===== src/hw/rtl/tsw_pkg.sv =====
// ----------------------------------------------------------------------------
// tsw_pkg
// Types and constants shared by the sensor window averaging block.
// ----------------------------------------------------------------------------
package tsw_pkg;

   localparam int HISTORY_DEPTH = 9;
   localparam int SAMPLE_W      = 13;
   localparam int BYTE_W        = 8;
   localparam int LSB_KEEP_W    = 5;
   localparam int WIN_W         = 4;
   localparam int DIGIT_W       = 4;
   localparam int HIST_IDX_W    = (HISTORY_DEPTH > 1) ? $clog2(HISTORY_DEPTH) : 1;
   localparam int CNT_W         = $clog2(HISTORY_DEPTH + 1);
   localparam int SUM_W         = SAMPLE_W + HIST_IDX_W + 1;
   localparam int MAG_W         = SUM_W - 1;
   localparam int STEP_W        = $clog2(MAG_W);
   localparam int FRAC_W        = 4;
   localparam int DEG_W         = SAMPLE_W - FRAC_W;

   localparam int CSR_ADDR_W    = 2;
   localparam int CSR_DATA_W    = 32;
   localparam int REG_WINDOW_SIZE = 0;

   localparam logic [DIGIT_W-1:0] DIGIT_MAX = 4'd9;

   typedef enum logic [2:0] {
      ST_IDLE,
      ST_SUM,
      ST_ABS,
      ST_DIV,
      ST_SIGN,
      ST_DONE
   } state_type;

   typedef enum logic {
      ALU_ADD,
      ALU_SUB
   } alu_op_type;

   typedef struct packed {
      alu_op_type op;
   } alu_ctl_type;

endpackage


===== src/hw/rtl/tsw_alu.sv =====
// ----------------------------------------------------------------------------
// tsw_alu
// Shared adder/subtractor used for summing, negation and division steps.
// ----------------------------------------------------------------------------
module tsw_alu (
   input  tsw_pkg::alu_ctl_type          ctl,
   input  logic [tsw_pkg::SUM_W-1:0]     op_a,
   input  logic [tsw_pkg::SUM_W-1:0]     op_b,
   output logic [tsw_pkg::SUM_W-1:0]     result
);
   import tsw_pkg::*;

   always_comb begin
      case (ctl.op)
         ALU_ADD: result = op_a + op_b;
         ALU_SUB: result = op_a - op_b;
         default: result = op_a;
      endcase
   end

endmodule


===== src/hw/rtl/tsw_history.sv =====
// ----------------------------------------------------------------------------
// tsw_history
// Shift line of decoded samples, newest at entry 0, with one read port.
// ----------------------------------------------------------------------------
module tsw_history (
   input  logic                              clock,
   input  logic                              shift_en,
   input  logic [tsw_pkg::SAMPLE_W-1:0]      shift_data,
   input  logic [tsw_pkg::HIST_IDX_W-1:0]    rd_idx,
   output logic [tsw_pkg::SAMPLE_W-1:0]      rd_data
);
   import tsw_pkg::*;

   logic [SAMPLE_W-1:0] hist_ff [HISTORY_DEPTH];

   always_ff @(posedge clock) begin
      if (shift_en) begin
         hist_ff[0] <= shift_data;
         for (int i = 1; i < HISTORY_DEPTH; i++) begin
            hist_ff[i] <= hist_ff[i-1];
         end
      end
   end

   assign rd_data = hist_ff[rd_idx];

endmodule


===== src/hw/rtl/tsw_digits.sv =====
// ----------------------------------------------------------------------------
// tsw_digits
// Decimal digits of a magnitude in 1/16 degree units.
// ----------------------------------------------------------------------------
module tsw_digits (
   input  logic [tsw_pkg::SAMPLE_W-1:0]  mag,
   output logic [tsw_pkg::DIGIT_W-1:0]   tens,
   output logic [tsw_pkg::DIGIT_W-1:0]   ones,
   output logic [tsw_pkg::DIGIT_W-1:0]   tenths
);
   import tsw_pkg::*;

   logic [DEG_W-1:0]   deg;
   logic [DEG_W-1:0]   deg_red;
   logic [6:0]         below_100;
   logic [14:0]        tens_prod;
   logic [7:0]         tenths_prod;
   logic [7:0]         tens_times_10;

   always_comb begin
      deg = mag[SAMPLE_W-1:FRAC_W];
      // The hundreds digit is dropped.
      if (deg >= 9'd200) begin
         deg_red = deg - 9'd200;
      end else if (deg >= 9'd100) begin
         deg_red = deg - 9'd100;
      end else begin
         deg_red = deg;
      end
      below_100 = deg_red[6:0];
      // x / 10 equals (x * 205) >> 11 for every x below 100.
      tens_prod     = {8'd0, below_100} * 15'd205;
      tens          = tens_prod[14:11];
      tens_times_10 = {4'd0, tens} * 8'd10;
      ones          = 4'(below_100 - tens_times_10[6:0]);
      // Tenths of the fraction only; whole degrees add multiples of ten.
      tenths_prod   = {4'd0, mag[FRAC_W-1:0]} * 8'd10;
      tenths        = tenths_prod[7:4];
   end

endmodule


===== src/hw/rtl/temp_sensor_window_average_top.sv =====
// ----------------------------------------------------------------------------
// temp_sensor_window_average_top
// Decodes sensor readings and averages the newest window_size samples.
// ----------------------------------------------------------------------------
// Usage: each item on the req_ channel is one two-byte sensor reading. It is
// decoded to 13 bits in 1/16 degree units and pushed into a nine-deep history.
// One result item on the rsp_ channel follows every request item. It carries
// the decoded sample, the current or held mean and its decimal digits.
// The mean is formed by one shared adder/subtractor: accumulation of the
// newest window_size samples, absolute value, 17 restoring-division steps and
// sign restore. A result is loaded into the output register from ST_DONE,
// reached straight from ST_IDLE when no mean is formed and after the mean
// states when one is; the next item is taken only once the result is loaded
// and the block is back in ST_IDLE.
// window_size is to be written through the csr_ port only while the block is idle; the block does not enforce this.
// Reset clears the history count, the held mean and window_size.
// When the receiver stalls, the finished item waits in the output register;
// the block still accepts one new item and holds its result until the
// output register is free.
module temp_sensor_window_average_top (
   input  logic                                clock,
   input  logic                                reset,
   input  logic                                req_valid,
   output logic                                req_ready,
   input  logic [tsw_pkg::BYTE_W-1:0]          req_msb_byte,
   input  logic [tsw_pkg::BYTE_W-1:0]          req_lsb_byte,
   output logic                                rsp_valid,
   input  logic                                rsp_ready,
   output logic signed [tsw_pkg::SAMPLE_W-1:0] rsp_new_sample,
   output logic                                rsp_average_valid,
   output logic signed [tsw_pkg::SAMPLE_W-1:0] rsp_average_value,
   output logic                                rsp_is_negative,
   output logic [tsw_pkg::DIGIT_W-1:0]         rsp_tens_digit,
   output logic [tsw_pkg::DIGIT_W-1:0]         rsp_ones_digit,
   output logic [tsw_pkg::DIGIT_W-1:0]         rsp_tenths_digit,
   input  logic                                csr_psel,
   input  logic                                csr_penable,
   input  logic                                csr_pwrite,
   input  logic [tsw_pkg::CSR_ADDR_W-1:0]      csr_paddr,
   input  logic [tsw_pkg::CSR_DATA_W-1:0]      csr_pwdata,
   output logic [tsw_pkg::CSR_DATA_W-1:0]      csr_prdata,
   output logic                                csr_pready
);
   import tsw_pkg::*;

   state_type               state_ff, state_in;
   logic [CNT_W-1:0]        count_ff, count_in;
   logic [WIN_W-1:0]        window_ff, window_in;
   logic [SUM_W-1:0]        acc_ff, acc_in;
   logic [HIST_IDX_W-1:0]   idx_ff, idx_in;
   logic [STEP_W-1:0]       step_ff, step_in;
   logic [WIN_W-1:0]        rem_ff, rem_in;
   logic [MAG_W-1:0]        dvd_ff, dvd_in;
   logic                    neg_ff, neg_in;
   logic                    mean_ff, mean_in;
   logic [SAMPLE_W-1:0]     sample_ff, sample_in;
   logic [SAMPLE_W-1:0]     held_avg_ff, held_avg_in;
   logic [SAMPLE_W-1:0]     held_mag_ff, held_mag_in;

   logic                    rsp_valid_ff, rsp_valid_in;
   logic [SAMPLE_W-1:0]     rsp_sample_ff, rsp_sample_in;
   logic                    rsp_mean_ff, rsp_mean_in;
   logic [SAMPLE_W-1:0]     rsp_avg_ff, rsp_avg_in;
   logic [DIGIT_W-1:0]      rsp_tens_ff, rsp_tens_in;
   logic [DIGIT_W-1:0]      rsp_ones_ff, rsp_ones_in;
   logic [DIGIT_W-1:0]      rsp_tenths_ff, rsp_tenths_in;

   logic                    accept;
   logic                    cfg_write;
   logic [CNT_W-1:0]        count_next;
   logic [SAMPLE_W-1:0]     decoded;
   logic [SAMPLE_W-1:0]     hist_rd;
   logic [WIN_W:0]          trial;
   alu_ctl_type             alu_ctl;
   logic [SUM_W-1:0]        alu_a;
   logic [SUM_W-1:0]        alu_b;
   logic [SUM_W-1:0]        alu_res;
   logic [DIGIT_W-1:0]      dig_tens;
   logic [DIGIT_W-1:0]      dig_ones;
   logic [DIGIT_W-1:0]      dig_tenths;

   assign decoded    = {req_msb_byte, req_lsb_byte[BYTE_W-1 -: LSB_KEEP_W]};
   assign accept     = req_valid && req_ready;
   assign cfg_write  = csr_psel && csr_penable && csr_pwrite && csr_pready;
   assign count_next = (int'(count_ff) < HISTORY_DEPTH) ? count_ff + 1'b1 : count_ff;
   assign trial      = {rem_ff, dvd_ff[MAG_W-1]};

   tsw_history u_history (
      .clock      (clock),
      .shift_en   (accept),
      .shift_data (decoded),
      .rd_idx     (idx_ff),
      .rd_data    (hist_rd)
   );

   tsw_alu u_alu (
      .ctl    (alu_ctl),
      .op_a   (alu_a),
      .op_b   (alu_b),
      .result (alu_res)
   );

   tsw_digits u_digits (
      .mag    (held_mag_ff),
      .tens   (dig_tens),
      .ones   (dig_ones),
      .tenths (dig_tenths)
   );

   always_ff @(posedge clock) begin
      if (reset) begin
         state_ff     <= ST_IDLE;
         count_ff     <= '0;
         window_ff    <= '0;
         held_avg_ff  <= '0;
         held_mag_ff  <= '0;
         rsp_valid_ff <= 1'b0;
      end else begin
         state_ff     <= state_in;
         count_ff     <= count_in;
         window_ff    <= window_in;
         held_avg_ff  <= held_avg_in;
         held_mag_ff  <= held_mag_in;
         rsp_valid_ff <= rsp_valid_in;
      end
   end

   always_ff @(posedge clock) begin
      acc_ff        <= acc_in;
      idx_ff        <= idx_in;
      step_ff       <= step_in;
      rem_ff        <= rem_in;
      dvd_ff        <= dvd_in;
      neg_ff        <= neg_in;
      mean_ff       <= mean_in;
      sample_ff     <= sample_in;
      rsp_sample_ff <= rsp_sample_in;
      rsp_mean_ff   <= rsp_mean_in;
      rsp_avg_ff    <= rsp_avg_in;
      rsp_tens_ff   <= rsp_tens_in;
      rsp_ones_ff   <= rsp_ones_in;
      rsp_tenths_ff <= rsp_tenths_in;
   end

   always_comb begin
      state_in      = state_ff;
      count_in      = count_ff;
      window_in     = window_ff;
      acc_in        = acc_ff;
      idx_in        = idx_ff;
      step_in       = step_ff;
      rem_in        = rem_ff;
      dvd_in        = dvd_ff;
      neg_in        = neg_ff;
      mean_in       = mean_ff;
      sample_in     = sample_ff;
      held_avg_in   = held_avg_ff;
      held_mag_in   = held_mag_ff;
      rsp_valid_in  = rsp_valid_ff && !rsp_ready;
      rsp_sample_in = rsp_sample_ff;
      rsp_mean_in   = rsp_mean_ff;
      rsp_avg_in    = rsp_avg_ff;
      rsp_tens_in   = rsp_tens_ff;
      rsp_ones_in   = rsp_ones_ff;
      rsp_tenths_in = rsp_tenths_ff;
      req_ready     = 1'b0;
      alu_ctl.op    = ALU_ADD;
      alu_a         = acc_ff;
      alu_b         = {{(SUM_W-SAMPLE_W){hist_rd[SAMPLE_W-1]}}, hist_rd};

      if (cfg_write && csr_paddr == CSR_ADDR_W'(REG_WINDOW_SIZE * 4)) begin
         window_in = csr_pwdata[WIN_W-1:0];
      end

      case (state_ff)
         ST_IDLE: begin
            req_ready = 1'b1;
            if (accept) begin
               sample_in = decoded;
               count_in  = count_next;
               acc_in    = '0;
               idx_in    = '0;
               if (window_ff != '0 && int'(window_ff) <= HISTORY_DEPTH &&
                   int'(count_next) >= int'(window_ff)) begin
                  mean_in  = 1'b1;
                  state_in = ST_SUM;
               end else begin
                  mean_in  = 1'b0;
                  state_in = ST_DONE;
               end
            end
         end
         ST_SUM: begin
            alu_ctl.op = ALU_ADD;
            acc_in     = alu_res;
            idx_in     = idx_ff + 1'b1;
            if (int'(idx_ff) == int'(window_ff) - 1) begin
               state_in = ST_ABS;
            end
         end
         ST_ABS: begin
            alu_ctl.op = ALU_SUB;
            alu_a      = '0;
            alu_b      = acc_ff;
            neg_in     = acc_ff[SUM_W-1];
            dvd_in     = acc_ff[SUM_W-1] ? alu_res[MAG_W-1:0] : acc_ff[MAG_W-1:0];
            rem_in     = '0;
            step_in    = '0;
            state_in   = ST_DIV;
         end
         ST_DIV: begin
            // Restoring division, one quotient bit per cycle.
            alu_ctl.op = ALU_SUB;
            alu_a      = {{(SUM_W-WIN_W-1){1'b0}}, trial};
            alu_b      = {{(SUM_W-WIN_W){1'b0}}, window_ff};
            if (!alu_res[SUM_W-1]) begin
               rem_in = alu_res[WIN_W-1:0];
            end else begin
               rem_in = trial[WIN_W-1:0];
            end
            dvd_in  = {dvd_ff[MAG_W-2:0], !alu_res[SUM_W-1]};
            step_in = step_ff + 1'b1;
            if (int'(step_ff) == MAG_W - 1) begin
               state_in = ST_SIGN;
            end
         end
         ST_SIGN: begin
            alu_ctl.op  = ALU_SUB;
            alu_a       = '0;
            alu_b       = {{(SUM_W-MAG_W){1'b0}}, dvd_ff};
            held_mag_in = dvd_ff[SAMPLE_W-1:0];
            held_avg_in = neg_ff ? alu_res[SAMPLE_W-1:0] : dvd_ff[SAMPLE_W-1:0];
            state_in    = ST_DONE;
         end
         ST_DONE: begin
            if (!rsp_valid_ff || rsp_ready) begin
               rsp_valid_in  = 1'b1;
               rsp_sample_in = sample_ff;
               rsp_mean_in   = mean_ff;
               rsp_avg_in    = held_avg_ff;
               rsp_tens_in   = dig_tens;
               rsp_ones_in   = dig_ones;
               rsp_tenths_in = dig_tenths;
               state_in      = ST_IDLE;
            end
         end
         default: begin
            state_in = ST_IDLE;
         end
      endcase
   end

   assign rsp_valid         = rsp_valid_ff;
   assign rsp_new_sample    = rsp_sample_ff;
   assign rsp_average_valid = rsp_mean_ff;
   assign rsp_average_value = rsp_avg_ff;
   assign rsp_is_negative   = rsp_avg_ff[SAMPLE_W-1];
   assign rsp_tens_digit    = rsp_tens_ff;
   assign rsp_ones_digit    = rsp_ones_ff;
   assign rsp_tenths_digit  = rsp_tenths_ff;

   assign csr_pready = 1'b1;
   assign csr_prdata = {{(CSR_DATA_W-WIN_W){1'b0}}, window_ff};

endmodule


===== config.mk =====
export PLATFORM = sky130hd
export DESIGN_NAME = temp_sensor_window_average_top
export DESIGN_NICKNAME = d
export VERILOG_FILES = /design/src/hw/rtl/tsw_pkg.sv /design/src/hw/rtl/tsw_alu.sv /design/src/hw/rtl/tsw_history.sv /design/src/hw/rtl/tsw_digits.sv /design/src/hw/rtl/temp_sensor_window_average_top.sv
export SDC_FILE = /design/constraint.sdc
export NUM_CORES = 1
export LEC_CHECK = 0
export BUFFER_PORTS_ARGS = -buffer_cell sky130_fd_sc_hd__buf_2
export CAP_MARGIN = 20
export CORE_MARGIN = 2
export CORE_UTILIZATION = 55
export DETAILED_ROUTE_END_ITERATION = 8
export HOLD_SLACK_MARGIN = 0.08
export PLACE_DENSITY = 0.75
export SYNTH_ARGS = -nofsm -noshare
export SYNTH_HDL_FRONTEND = slang
export SYNTH_SLANG_ARGS = --single-unit

===== constraint.sdc =====
create_clock -name clock -period 8.7 [get_ports clock]
set_input_delay 0.435 -clock clock [delete_from_list [all_inputs] [get_ports clock]]
set_output_delay 0.435 -clock clock [all_outputs]
set_load 0.01 [all_outputs]

==> Word-level counts from Yosys, hierarchy flattened <==
Memory sizes are Yosys's and may differ from the RTL's. A register that Yosys moved wholly into a read port is not among the register bits.
Index checks and enable logic that the tools add are counted.
{ "word_totals": {"register_bits": 140, "mem_bits_rw": 117, "n_memories": 1, "input_bits": 57} }
{ "classes": {"n_addsub": 9, "n_mux": 30, "n_mul": 3, "n_reduce_logical": 22, "n_lt_le_gt_ge": 5, "n_bitwise": 1, "eq_ne": 11} }
{ "memory_table": {"columns": ["name", "depth", "width", "rd", "rd_clocked_by_memory_dff", "wr", "line", "source"], "rows": [
  ["u_history.hist_ff", 9, 13, 9, 1, 9, "tsw_history.sv:14", "logic [SAMPLE_W-1:0] hist_ff [HISTORY_DEPTH];"]
]} }
{ "op_table": {"columns": ["op", "count"], "rows": [
  ["one-hot mux 18 bit (2 select lines)", 3],
  ["one-hot mux 18 bit (3 select lines)", 1],
  ["one-hot mux 17 bit (2 select lines)", 1],
  ["adder 18 bit", 1],
  ["two-way mux 18 bit", 1],
  ["one-hot mux 3 bit (6 select lines)", 1],
  ["subtractor 18 bit", 1],
  ["two-way mux 17 bit", 1],
  ["two-way mux 4 bit", 4],
  ["one-hot mux 4 bit (2 select lines)", 2],
  ["multiplier 7 x 8 -> 15 bit (second input constant)", 1],
  ["two-way mux 3 bit", 5],
  ["two-way mux 7 bit", 2],
  ["subtractor 7 bit (second input constant)", 2],
  ["two-way mux 13 bit", 1],
  ["one-hot mux 5 bit (2 select lines)", 1],
  ["greater-or-equal comparator 9 x 7 -> 1 bit (second input constant)", 1],
  ["greater-or-equal comparator 9 x 8 -> 1 bit (second input constant)", 1],
  ["adder 4 x 1 -> 4 bit (second input constant)", 2],
  ["!= test 2 bit (second input constant)", 4],
  ["logical AND 1 bit", 7],
  ["multiplier 4 x 3 -> 7 bit (second input constant)", 1],
  ["two-way mux 1 bit", 7],
  ["== test 3 x 2 -> 1 bit (second input constant)", 2],
  ["22 further kinds", 28]
]} }

==> Depth between registers and ports, before layout <==
Gate-level depths: netlist (run 1).
{ "logic_depth": {"depth_word": 7, "depth_mapped": 28, "ltp_nobuf": 28} }

==> Modules after synthesis <==
From an unflattened synthesis (run 1), not the netlist that was laid out.
{ "unflattened": {"cells_unflattened": 1121, "area_unflattened_um2": 13676.9} }
{ "by_module_without_submodules": {"columns": ["module", "area_each_um2", "seq_area_each_um2", "cells_each", "instances"], "rows": [
  ["temp_sensor_window_average_top", 6506.2, 3823.7, 565, 1],
  ["tsw_history", 4590.7, 3513.4, 238, 1],
  ["tsw_digits", 1360.1, 0.0, 148, 1],
  ["tsw_alu", 1219.9, 0.0, 170, 1]
]} }

==> Worst setup path after synthesis (run 1) <==
OpenSTA, ideal clock, no wires.
{ "synth_timing": {"kind": "register to register", "from": "register held_mag_ff[7]", "to": "register rsp_ones_ff[3] (netlist: rsp_ones_digit[3]), data pin", "synth_period_minus_slack_ps": 6480, "slack_ps": 2220, "path_stages_with_launch": 28, "t_arrival_ps": 6218, "required_ps": 8439, "path_cell_list": "dfxtp_1 -> inv_1 -> ha_1 -> or4b_2 -> a21oi_1 -> or3_1 -> nand2_1 -> xnor2_1 -> mux2i_1 -> xnor2_1 -> fa_1 -> ha_1 -> inv_1 -> fa_1 -> inv_1 -> ha_1 -> o21a_1 -> o21a_1 -> o21ai_0 -> nor3_1 -> a211oi_1 -> nor2b_1 -> o21a_1 -> or2_2 -> fa_1 -> xor2_1 -> xnor2_1 -> xnor2_1"} }
{ "synth_between": {"elab_chain_cells": 6, "word_cells_on_any_way": 9, "cone_classes": "3 x add/sub; 2 x mul; 2 x order compare; 2 x mux"} }
{ "synth_lines": {"columns": ["item", "line", "source"], "rows": [
  ["start: declaration", "temp_sensor_window_average_top.sv:58", "logic [SAMPLE_W-1:0] held_mag_ff, held_mag_in;"],
  ["start signal: assignment", "temp_sensor_window_average_top.sv:123", "held_mag_ff <= held_mag_in;"],
  ["greater-or-equal comparator 9 x 7 -> 1 bit or subtractor 7 bit (tied branches)", "tsw_digits.sv:25, tsw_digits.sv:26", null],
  ["two-way mux 7 bit", "tsw_digits.sv:25", "end else if (deg >= 9'd100) begin"],
  ["two-way mux 7 bit (*)", "tsw_digits.sv:23", "if (deg >= 9'd200) begin"],
  ["multiplier 7 x 8 -> 15 bit", "tsw_digits.sv:32", "tens_prod = {8'd0, below_100} * 15'd205;"],
  ["multiplier 4 x 3 -> 3 bit", "tsw_digits.sv:34", "tens_times_10 = {4'd0, tens} * 8'd10;"],
  ["subtractor 4 bit (*)", "tsw_digits.sv:35", "ones = 4'(below_100 - tens_times_10[6:0]);"],
  ["via dig_ones[3]", "temp_sensor_window_average_top.sv:79", "logic [DIGIT_W-1:0] dig_ones;"],
  ["end signal: assignment", "temp_sensor_window_average_top.sv:141", "rsp_ones_ff <= rsp_ones_in;"],
  ["end: declaration", "temp_sensor_window_average_top.sv:65", "logic [DIGIT_W-1:0] rsp_ones_ff, rsp_ones_in;"]
]} }
Mark *: on every way through the listed nets, which the timed path passes. The rest lies on a longest branch.
A chain may end at the register's enable or synchronous reset.

==> Worst setup path after layout (run 1) <==
Ends and elaborated chain as after synthesis.

==> results of run 1 <==
-- cell type report --
type | instances | share of cell area (%)
tap | 285 | 2.50
timing repair buffer | 96 | 4.08
clock inverter | 19 | 1.64
clock buffer | 29 | 4.78
sequential | 248 | 49.2
inverter | 59 | 1.55
multi-input combinational | 680 | 36.2
-- kinds of logic (layout without fill, tap and decap cells) --
family                   count (synthesis)  after routing  share of synthesized area [%]
AND/OR/NAND/NOR                        266            266                           10.4
flip-flops                             248            248                           55.1
AO/OA/AOI/OAI                          188            188                           9.51
buffers and inverters                  135            203                           5.08
adder cells (fa/ha/maj)                 81             81                           8.60
multiplexers                            65             65                           7.69
XOR/XNOR                                51             51                           3.56
other                                    2             29                         0.0589
-- flip-flops by register name, summed over array words and instances, names as in the netlist, 3 cells and up, named ones only --
register,cells
rsp_tenths_digit,4
rsp_average_value,13
rsp_new_sample,13
held_avg_ff,13
held_mag_ff,13
acc_ff,18
dvd_ff,17
sample_ff,4
window_ff,4
idx_ff,4
step_ff,5
rsp_tens_digit,4
state_ff,3
count_ff,4
u_history.hist_ff,113
rsp_ones_digit,4
rem_ff,4
-- Yosys cell counts, types with 7 or more instances --
library cell / instances / share of area, %
a211oi_1: 16 / 0.94
ha_1: 70 / 6.9
o22ai_1: 10 / 0.49
and3_1: 17 / 0.83
a21o_1: 13 / 0.77
buf_2: 7 / 0.27
clkbuf_1: 30 / 0.88
nand2_1: 87 / 2.6
a21oi_1: 56 / 2.2
o21ai_0: 33 / 1.3
mux2i_1: 36 / 2.8
xnor2_1: 34 / 2.3
and2_1: 17 / 0.83
nand3_1: 14 / 0.55
nor2_1: 69 / 2.0
edfxtp_1: 206 / 49
nor3_1: 11 / 0.43
nand2b_1: 9 / 0.44
buf_4: 31 / 1.8
fa_1: 11 / 1.7
inv_1: 58 / 1.7
mux4_2: 26 / 4.6
xor2_1: 16 / 1.1
dfxtp_1: 42 / 6.6
-- layout by cell type, fill, tap and decap left out, types with 14 or more instances in the layout --
cell type | synthesis | routed
xnor2_1 | 34 | 34
a21oi_1 | 56 | 56
dfxtp_1 | 42 | 42
edfxtp_1 | 206 | 206
nand2_1 | 87 | 87
mux2i_1 | 36 | 36
and2_1 | 17 | 16
mux4_2 | 26 | 26
xor2_1 | 16 | 16
conb_1 | 2 | 29
buf_2 | 7 | 71
a211oi_1 | 16 | 16
nor2_1 | 69 | 69
clkbuf_16 | 0 | 26
ha_1 | 70 | 70
nand3_1 | 14 | 14
inv_1 | 58 | 58
and3_1 | 17 | 16
o21ai_0 | 33 | 33
-- layer usage --
layer,share of wire (%),vias to the layer above,GRT usage [%]
met5,0,-,0
met2,48,237,35.7
li1,-,3902,-
met3,5.3,56,3.30
met1,44,3892,28.9
met4,3.1,0,6.86
-- critical path: cells and delay by family, from the launching register on --
kind	cells	cell delay (ps)
fa+ha+maj	6	2150
flops	1	350
compound gates	6	1380
simple gates	6	1410
xor+xnor	5	810
buf+inv	3	250
mux	1	460
-- through the flow --
stage                     instance area [um2]  setup slack (ps)  cells  hold slack [ps]
after floorplan                         12800              2220   1063              400
after global placement                  13200              1770   1354              408
after detailed placement                13200              1610   1354              408
after CTS                               14300              1590   1415              115
after global routing                    14300              1070   1416              140
final                                   14300              1630   1416              128
-- path summary, 6_finish.rpt --
kind	startpoint	to	slack, ps	cells after the start
worst min register to register	mean_ff	rsp_average_valid	430	0
worst max register to register	held_mag_ff[7]	rsp_ones_digit[3]	1630	27
worst min-delay path	csr_pwdata[3]	window_ff[3]	130	3
worst max-delay path	held_mag_ff[7]	rsp_ones_digit[3]	1630	27
==> flow_metrics.env, run 1 <==
export IMPL_status="finished clean"
export IMPL_rsz0062_at_grt="no"
export IMPL_fill_cells=1736
export IMPL_io_buffers=71
export IMPL_die_area_mm2=0.0244
export IMPL_cts_htree_levels=1
export IMPL_postSynthCellCount=1036
export IMPL_clkTransAtPathRegs_ps=60
export IMPL_start_util_pct=56.1
export IMPL_path_max_fanout=6
export IMPL_max_cap_violations=0
export IMPL_ys_types=74
export IMPL_grt_antenna_before_repair=0
export IMPL_slowest_stage="or4b_2"
export IMPL_cts_tree="yes"
export IMPL_synth_edff_count=206
export IMPL_ys_flop_type="edfxtp_1"
export IMPL_critPathArrivalTime_ps=7360
export IMPL_die_w_um=156
export IMPL_max_freq_mhz=141
export IMPL_grt_max_degree=88
export IMPL_insertion_delay_ps=550
export IMPL_cp_end_kind="flop"
export IMPL_syn_area_per_cell_um2=12.3
export IMPL_setup_violations=0
export IMPL_dp_hpwl_um=17200
export IMPL_cts_setup_buffers=0
export IMPL_cts_resized=0
export IMPL_core_area_mm2=0.0227
export IMPL_fin_worst_skew_ps=19.1
export IMPL_ctsRootBufferMaster="clkbuf_16"
export IMPL_synth_seq_area_share_pct=55.1
export IMPL_hp_class="in -> reg"
export IMPL_startpoint_type="flop"
export IMPL_drt_wl_total_um=25500
export IMPL_grt_use_total_pct=21.4
export IMPL_worst_pin_slew_ps=1050
export IMPL_vias_per_cell=5.71
export IMPL_ios=132
export IMPL_wl_per_cell_um=18.0
export IMPL_ys_warnings_count=0
export IMPL_drive_above_1_share_pct=15.6
export IMPL_multi_input_area_mm2=0.00517
export IMPL_maxSlewViolCount=0
export IMPL_tns_ps=0
export IMPL_async_flop_share_pct=0
export IMPL_hold_buffers=13
export IMPL_slew_limit_headroom_pct=30.0
export IMPL_critPathKind="reg -> reg"
export IMPL_grt_pass1_vias=7899
export IMPL_diodes=0
export IMPL_grt_first_pass_wirelength_um=41200
export IMPL_gr_total_overflow=0
export IMPL_layout_nets=1249
export IMPL_drtPass1Iterations=5
export IMPL_ff_latch_area_mm2=0.00703
export IMPL_post_route_min_period_ps=7070
export IMPL_numCtsBuffers=26
export IMPL_routabilityCongestion=0.917
export IMPL_drt_initial_drc_count=564
export IMPL_mappedNetlistArea_mm2=0.0127
export IMPL_area_growth_pct=12.0
export IMPL_vias=8087
export IMPL_fin_crit_sh_pct=81.3
export IMPL_final_util_pct=62.9
export IMPL_ant_nets=0
export IMPL_required_ps=8980
export IMPL_hold_violations=0
export IMPL_clockBufferDepth=3
export IMPL_die_h_um=156
export IMPL_crit_top_cell="xnor2_1"
export IMPL_fp_row_count=55
export IMPL_clock_sinks=248
export IMPL_worst_path_largest_cell_delay_ps=570
export IMPL_ys_ff_latch=248
export IMPL_drc=0
Power of run 1 is not shown: default switching activity piles up to over one toggle a cycle in this logic, so the estimate is an artifact.
==> run 2, diff against run 1 <==
--- a/config.mk
+++ b/config.mk
@@ -8,10 +8,10 @@
 export BUFFER_PORTS_ARGS = -buffer_cell sky130_fd_sc_hd__buf_2
 export CAP_MARGIN = 20
 export CORE_MARGIN = 2
-export CORE_UTILIZATION = 55
+export CORE_UTILIZATION = 54
 export DETAILED_ROUTE_END_ITERATION = 8
 export HOLD_SLACK_MARGIN = 0.08
-export PLACE_DENSITY = 0.75
+export PLACE_DENSITY = 0.77
 export SYNTH_ARGS = -nofsm -noshare
 export SYNTH_HDL_FRONTEND = slang
 export SYNTH_SLANG_ARGS = --single-unit
==> constraint.sdc (replaced) <==
create_clock -name clock -period 6.4 [get_ports clock]
set_input_delay 0.32 -clock clock [delete_from_list [all_inputs] [get_ports clock]]
set_output_delay 0.32 -clock clock [all_outputs]
set_load 0.01 [all_outputs]
==> run 2 against run 1 <==
  * Flip-flop and latch count unchanged
  * Maximum frequency rose by 15%
  * Die area is 1.8% higher
  * Sequential share of layout area fell by 1.0 points
  * Wire length up 4.6%
  * First-iteration DRC count rose by 12%
  * Utilization decreased by 0.38 points
  * Clock skew rose by 2.9 ps
  * Register-to-register slack worse by 1400 ps
  * Highest routed layer unchanged
==> flow_metrics.env, run 2 (synthesized netlist as in run 1, its figures left out) <==
export IMPL_status="finished clean"
export IMPL_fin_worst_skew_ps=22.0
export IMPL_cts_htree_levels=1
export IMPL_wl_per_cell_um=18.1
export IMPL_hold_path_depth=3
export IMPL_clkTransAtPathRegs_ps=60
export IMPL_clockBufferDepth=3
export IMPL_vias=8296
export IMPL_gr_total_overflow=0
export IMPL_setup_violations=0
export IMPL_reg2reg_depth=31
export IMPL_maxSlewViolCount=0
export IMPL_rrSetupSlack_ps=250
export IMPL_fp_row_count=56
export IMPL_tns_ps=0
export IMPL_area_growth_pct=14.4
export IMPL_grt_max_degree=87
export IMPL_largest_reg_flops=113
export IMPL_grt_first_pass_wirelength_um=42200
export IMPL_hp_class="in -> reg"
export IMPL_dp_hpwl_um=18300
export IMPL_start_util_pct=54.6
export IMPL_drc=0
export IMPL_die_w_um=158
export IMPL_crit_top_cell="ha_1"
export IMPL_grt_antenna_before_repair=0
export IMPL_io_buffers=71
export IMPL_insertion_delay_ps=560
export IMPL_fin_crit_sh_pct=96.1
export IMPL_worst_path_largest_cell_delay_ps=490
export IMPL_cp_end_kind="flop"
export IMPL_finalNonFillerCells=1474
export IMPL_ios=132
export IMPL_drt_wl_total_um=26700
export IMPL_max_cap_violations=0
export IMPL_hold_end="rsp_valid"
export IMPL_die_h_um=158
export IMPL_required_ps=6690
export IMPL_vias_per_cell=5.63
export IMPL_routabilityCongestion=0.938
export IMPL_dp_cells=1405
export IMPL_drive_above_1_share_pct=18.2
export IMPL_ant_nets=0
export IMPL_worst_pin_slew_ps=1030
export IMPL_numCtsBuffers=26
export IMPL_cts_tree="yes"
export IMPL_layout_nets=1276
export IMPL_grt_pass1_vias=8110
export IMPL_hold_violations=0
export IMPL_drt_initial_drc_count=631
export IMPL_slowest_stage="fa_1"
export IMPL_slew_limit_headroom_pct=31.0
export IMPL_ctsRootBufferMaster="clkbuf_16"
export IMPL_die_area_mm2=0.0248
export IMPL_critPathKind="reg -> reg"
export IMPL_diodes=0
export IMPL_drtPass1Iterations=5
export IMPL_reg_largest_list="u_history.hist_ff: 113 flops, acc_ff: 18 flops, dvd_ff: 17 flops"
export IMPL_grt_use_total_pct=21.7
export IMPL_reg2reg_from="held_mag_ff[7]"
export IMPL_final_common_cell="edfxtp_1"
export IMPL_dpl_cell_area_mm2=0.0134
export IMPL_critPathArrivalTime_ps=6440
export IMPL_clock_sinks=248
export IMPL_path_max_fanout=5
export IMPL_hold_ws_ps=112
export IMPL_regMostFlops="u_history.hist_ff"
export IMPL_finalInstanceArea_mm2=0.0146
export IMPL_final_cell_mix="edfxtp_1, nand2_1, buf_2"
export IMPL_r2r_end="rsp_ones_digit[3]"
export IMPL_max_freq_mhz=163
export IMPL_core_area_mm2=0.0233
export IMPL_startpoint_type="flop"
export IMPL_post_route_min_period_ps=6150
export IMPL_hp_start="rsp_ready"
==> run 2: cell types whose count changed in the layout (fill, tap and decap cells not counted), sizes merged <==
| cell | before | now |
|---|---|---|
| buf | 83 | 106 |
| clkinv | 13 | 6 |
| bufinv | 4 | 3 |
| inv | 59 | 64 |
| clkbuf | 29 | 30 |
| clkinvlp | 2 | 1 |
| dlygate4sd3 | 13 | 17 |
==> run 2: layer usage <==
metal | global-route usage [%] | vias to the layer above | share of wire, %
met4 | 7.36 | 0 | 3.1
met3 | 3.64 | 52 | 5.5
met1 | 29.0 | 4030 | 43
met5 | 0 | - | 0
li1 | - | 3953 | -
met2 | 36.1 | 261 | 49
==> run 2: worst max path at each step <==
| stage | start | endpoint | slack (ps) | cells after the start |
|---|---|---|---|---|
| final | held_mag_ff[7] | rsp_ones_digit[3] | 250 | 31 |
| after floorplan | held_mag_ff[7] | rsp_ones_digit[3] | 60 | 27 |
| after global routing | held_mag_ff[7] | rsp_ones_digit[3] | -60 | 30 |
| after detailed placement | held_mag_ff[7] | rsp_ones_digit[3] | -50 | 24 |
| after CTS | held_mag_ff[7] | rsp_ones_digit[3] | 4 | 27 |
| after global placement | held_mag_ff[7] | rsp_ones_digit[3] | 60 | 28 |
==> run 2: layout make-up <==
class	count	area (um2)
Fill cell	1771	8750
Sequential cell	248	7030
Multi-Input combinational cell	680	5260
Timing Repair Buffer	123	812
Clock buffer	30	666
Tap cell	319	399
Inverter	59	221
Clock inverter	15	193
==> run 2: timing repair <==
item / CTS / global route
pin swaps: 1 / 17
hold endpoints to repair: 17 / 0
resized for setup: 3 / 20
hold buffers: 17 / 0
endpoints found under the setup margin: 1 / 2
buffers inserted: 2 / 4
gates cloned: 0 / 0
==> run 2: critical path, delay by kind of cell, from the launching register on <==
| family | cells | cell delay, ps |
|---|---|---|
| and+or+nand+nor | 3 | 420 |
| xor gates and xnor gates | 5 | 650 |
| adders and majority gates | 8 | 2420 |
| DFF | 1 | 310 |
| AOI/OAI and AO/OA | 7 | 1290 |
| buffers and inverters | 8 | 800 |
==> run 2: through the flow <==
step	setup WS (ps)	util, %
after floorplan	61.8	-
after global placement	58.2	57.4
after detailed placement	-53.2	57.4
after CTS	4.21	62.0
after global routing	-57.9	62.5
final	250	62.5
Power of run 2 is left out for the same reason.
==> run 3, diff against run 2 <==
--- a/config.mk
+++ b/config.mk
@@ -8,10 +8,10 @@
 export BUFFER_PORTS_ARGS = -buffer_cell sky130_fd_sc_hd__buf_2
 export CAP_MARGIN = 20
 export CORE_MARGIN = 2
-export CORE_UTILIZATION = 54
+export CORE_UTILIZATION = 55
 export DETAILED_ROUTE_END_ITERATION = 8
 export HOLD_SLACK_MARGIN = 0.08
-export PLACE_DENSITY = 0.77
+export PLACE_DENSITY = 0.75
 export SYNTH_ARGS = -nofsm -noshare
 export SYNTH_HDL_FRONTEND = slang
 export SYNTH_SLANG_ARGS = --single-unit
==> constraint.sdc (replaced) <==
create_clock -name clock -period 6.9 [get_ports clock]
set_input_delay 0.345 -clock clock [delete_from_list [all_inputs] [get_ports clock]]
set_output_delay 0.345 -clock clock [all_outputs]
set_load 0.01 [all_outputs]
==> run 3 against run 2 <==
  * First-iteration DRC count shrank 5.4%
  * Register-to-register slack improved by 60 ps
  * Die area down 1.8%
  * Setup slack improved by 56 ps
  * Final area down 0.94%
  * Via count fell by 1.0%
  * Critical path depth fell by 5
  * Critical endpoint unchanged
  * Largest cell class unchanged
==> flow_metrics.env, run 3 (synthesized netlist as in run 1, its figures left out) <==
export IMPL_startpoint_type="flop"
export IMPL_grt_antenna_before_repair=0
export IMPL_post_route_min_period_ps=6590
export IMPL_insertion_delay_ps=550
export IMPL_fill_cells=1761
export IMPL_regMostFlops="u_history.hist_ff"
export IMPL_maxSlewViolCount=0
export IMPL_die_w_um=156
export IMPL_critPathArrivalTime_ps=6880
export IMPL_clock_sinks=248
export IMPL_grt_max_degree=67
export IMPL_die_h_um=156
export IMPL_drive_above_1_share_pct=16.7
export IMPL_dp_hpwl_um=17600
export IMPL_io_buffers=71
export IMPL_start_util_pct=56.1
export IMPL_final_common_cell="edfxtp_1"
export IMPL_max_cap_violations=0
export IMPL_core_area_mm2=0.0227
export IMPL_area_growth_pct=13.3
export IMPL_clockBufferDepth=3
export IMPL_ant_nets=0
export IMPL_cts_tree="yes"
export IMPL_fin_worst_skew_ps=14.5
export IMPL_wl_per_cell_um=18.0
export IMPL_slew_limit_headroom_pct=33.5
export IMPL_numCtsBuffers=27
export IMPL_worst_path_largest_cell_delay_ps=580
export IMPL_drc=0
export IMPL_multi_input_area_mm2=0.00520
export IMPL_dpl_cell_area_mm2=0.0133
export IMPL_routabilityCongestion=0.934
export IMPL_cp_end_kind="flop"
export IMPL_setup_violations=0
export IMPL_drt_initial_drc_count=597
export IMPL_finalInstanceArea_mm2=0.0144
export IMPL_reg_largest_list="u_history.hist_ff: 113 flops, acc_ff: 18 flops, dvd_ff: 17 flops"
export IMPL_clkTransAtPathRegs_ps=60
export IMPL_crit_family="adder cells"
export IMPL_pre_cts_ws_ps=80.7
export IMPL_gr_total_overflow=0
export IMPL_p_leak_nw=5.73
export IMPL_hp_class="in -> reg"
export IMPL_fin_crit_sh_pct=95.6
export IMPL_grt_pass1_vias=7913
export IMPL_grt_first_pass_wirelength_um=41400
export IMPL_cts_htree_levels=1
export IMPL_required_ps=7190
export IMPL_ctsRootBufferMaster="clkbuf_16"
export IMPL_largest_reg_flops=113
export IMPL_vias=8210
export IMPL_layout_setup_ws_ps=307
export IMPL_vias_per_cell=5.74
export IMPL_die_area_mm2=0.0244
export IMPL_final_cell_mix="edfxtp_1, nand2_1, buf_2"
export IMPL_path_max_fanout=6
export IMPL_diodes=0
export IMPL_p_per_area_mw_per_mm2=579
export IMPL_drtPass1Iterations=5
export IMPL_status="finished clean"
export IMPL_ff_latch_area_mm2=0.00703
export IMPL_ios=132
export IMPL_layout_nets=1263
export IMPL_max_freq_mhz=152
export IMPL_fp_row_count=55
export IMPL_vdd_drop_max_mv=0.274
export IMPL_slowest_stage="or4b_2"
export IMPL_worst_pin_slew_ps=996
export IMPL_grt_use_total_pct=21.6
export IMPL_path_buf_inv=4
export IMPL_hold_violations=0
export IMPL_crit_top_cell="ha_1"
export IMPL_critPathKind="reg -> reg"
export IMPL_drt_wl_total_um=25800
-- run 3: routing by layer --
metal / track usage [%] / part of all wire [%] / vias to the layer above
li1: - / - / 3930
met1: 30.2 / 45 / 3965
met2: 34.9 / 47 / 263
met3: 2.77 / 5.3 / 52
met4: 7.73 / 3.0 / 0
met5: 0 / 0 / -
-- run 3: report_power, final --
group / switching, mW / internal, mW
Sequential: 0.351 / 2.30
Combinational: 2.44 / 1.82
Clock: 0.578 / 0.887
Total: 3.37 / 5.00
-- run 3: layout make-up --
class,instances,area share [%]
Tap cell,285,2.47
Timing Repair Buffer,109,4.87
Sequential cell,248,48.7
Clock buffer,38,5.53
Inverter,59,1.53
Clock inverter,12,0.927
Multi-Input combinational cell,680,36.0
-- run 3: per-stage QoR --
step | power (mW) | hold slack [ps] | util, % | setup TNS (ps) | std cells
finish | 8.37 | 153 | 63.6 | 0 | 1431
global route | 9.03 | 197 | 63.6 | -42.3 | 1431
CTS | 8.36 | 130 | 63.3 | 0 | 1429
detailed placement | 6.84 | 408 | 58.5 | 0 | 1362
global placement | 6.71 | 411 | 58.5 | 0 | 1362
floorplan | 5.82 | 400 | - | 0 | 1063
-- run 3: what timing repair did --
action	CTS	global route
setup endpoints to repair	0	1
hold endpoints to repair	17	0
gates resized for setup	0	6
hold buffers	17	0
setup buffers	0	1
-- run 3: worst paths after layout --
path | slack [ps] | start | depth (start not counted) | end
min reg2reg | 420 | mean_ff | 0 | rsp_average_valid
max reg2reg | 310 | held_mag_ff[7] | 26 | rsp_ones_digit[3]
max | 310 | held_mag_ff[7] | 26 | rsp_ones_digit[3]
min | 150 | req_valid | 3 | state_ff[0]
-- run 3: tightest hold or removal path: stages --
cell and delay [ps]:
buf_2 110, o41ai_1 70, a31oi_1 130
No activity file was read; power rests on OpenSTA's default activity.
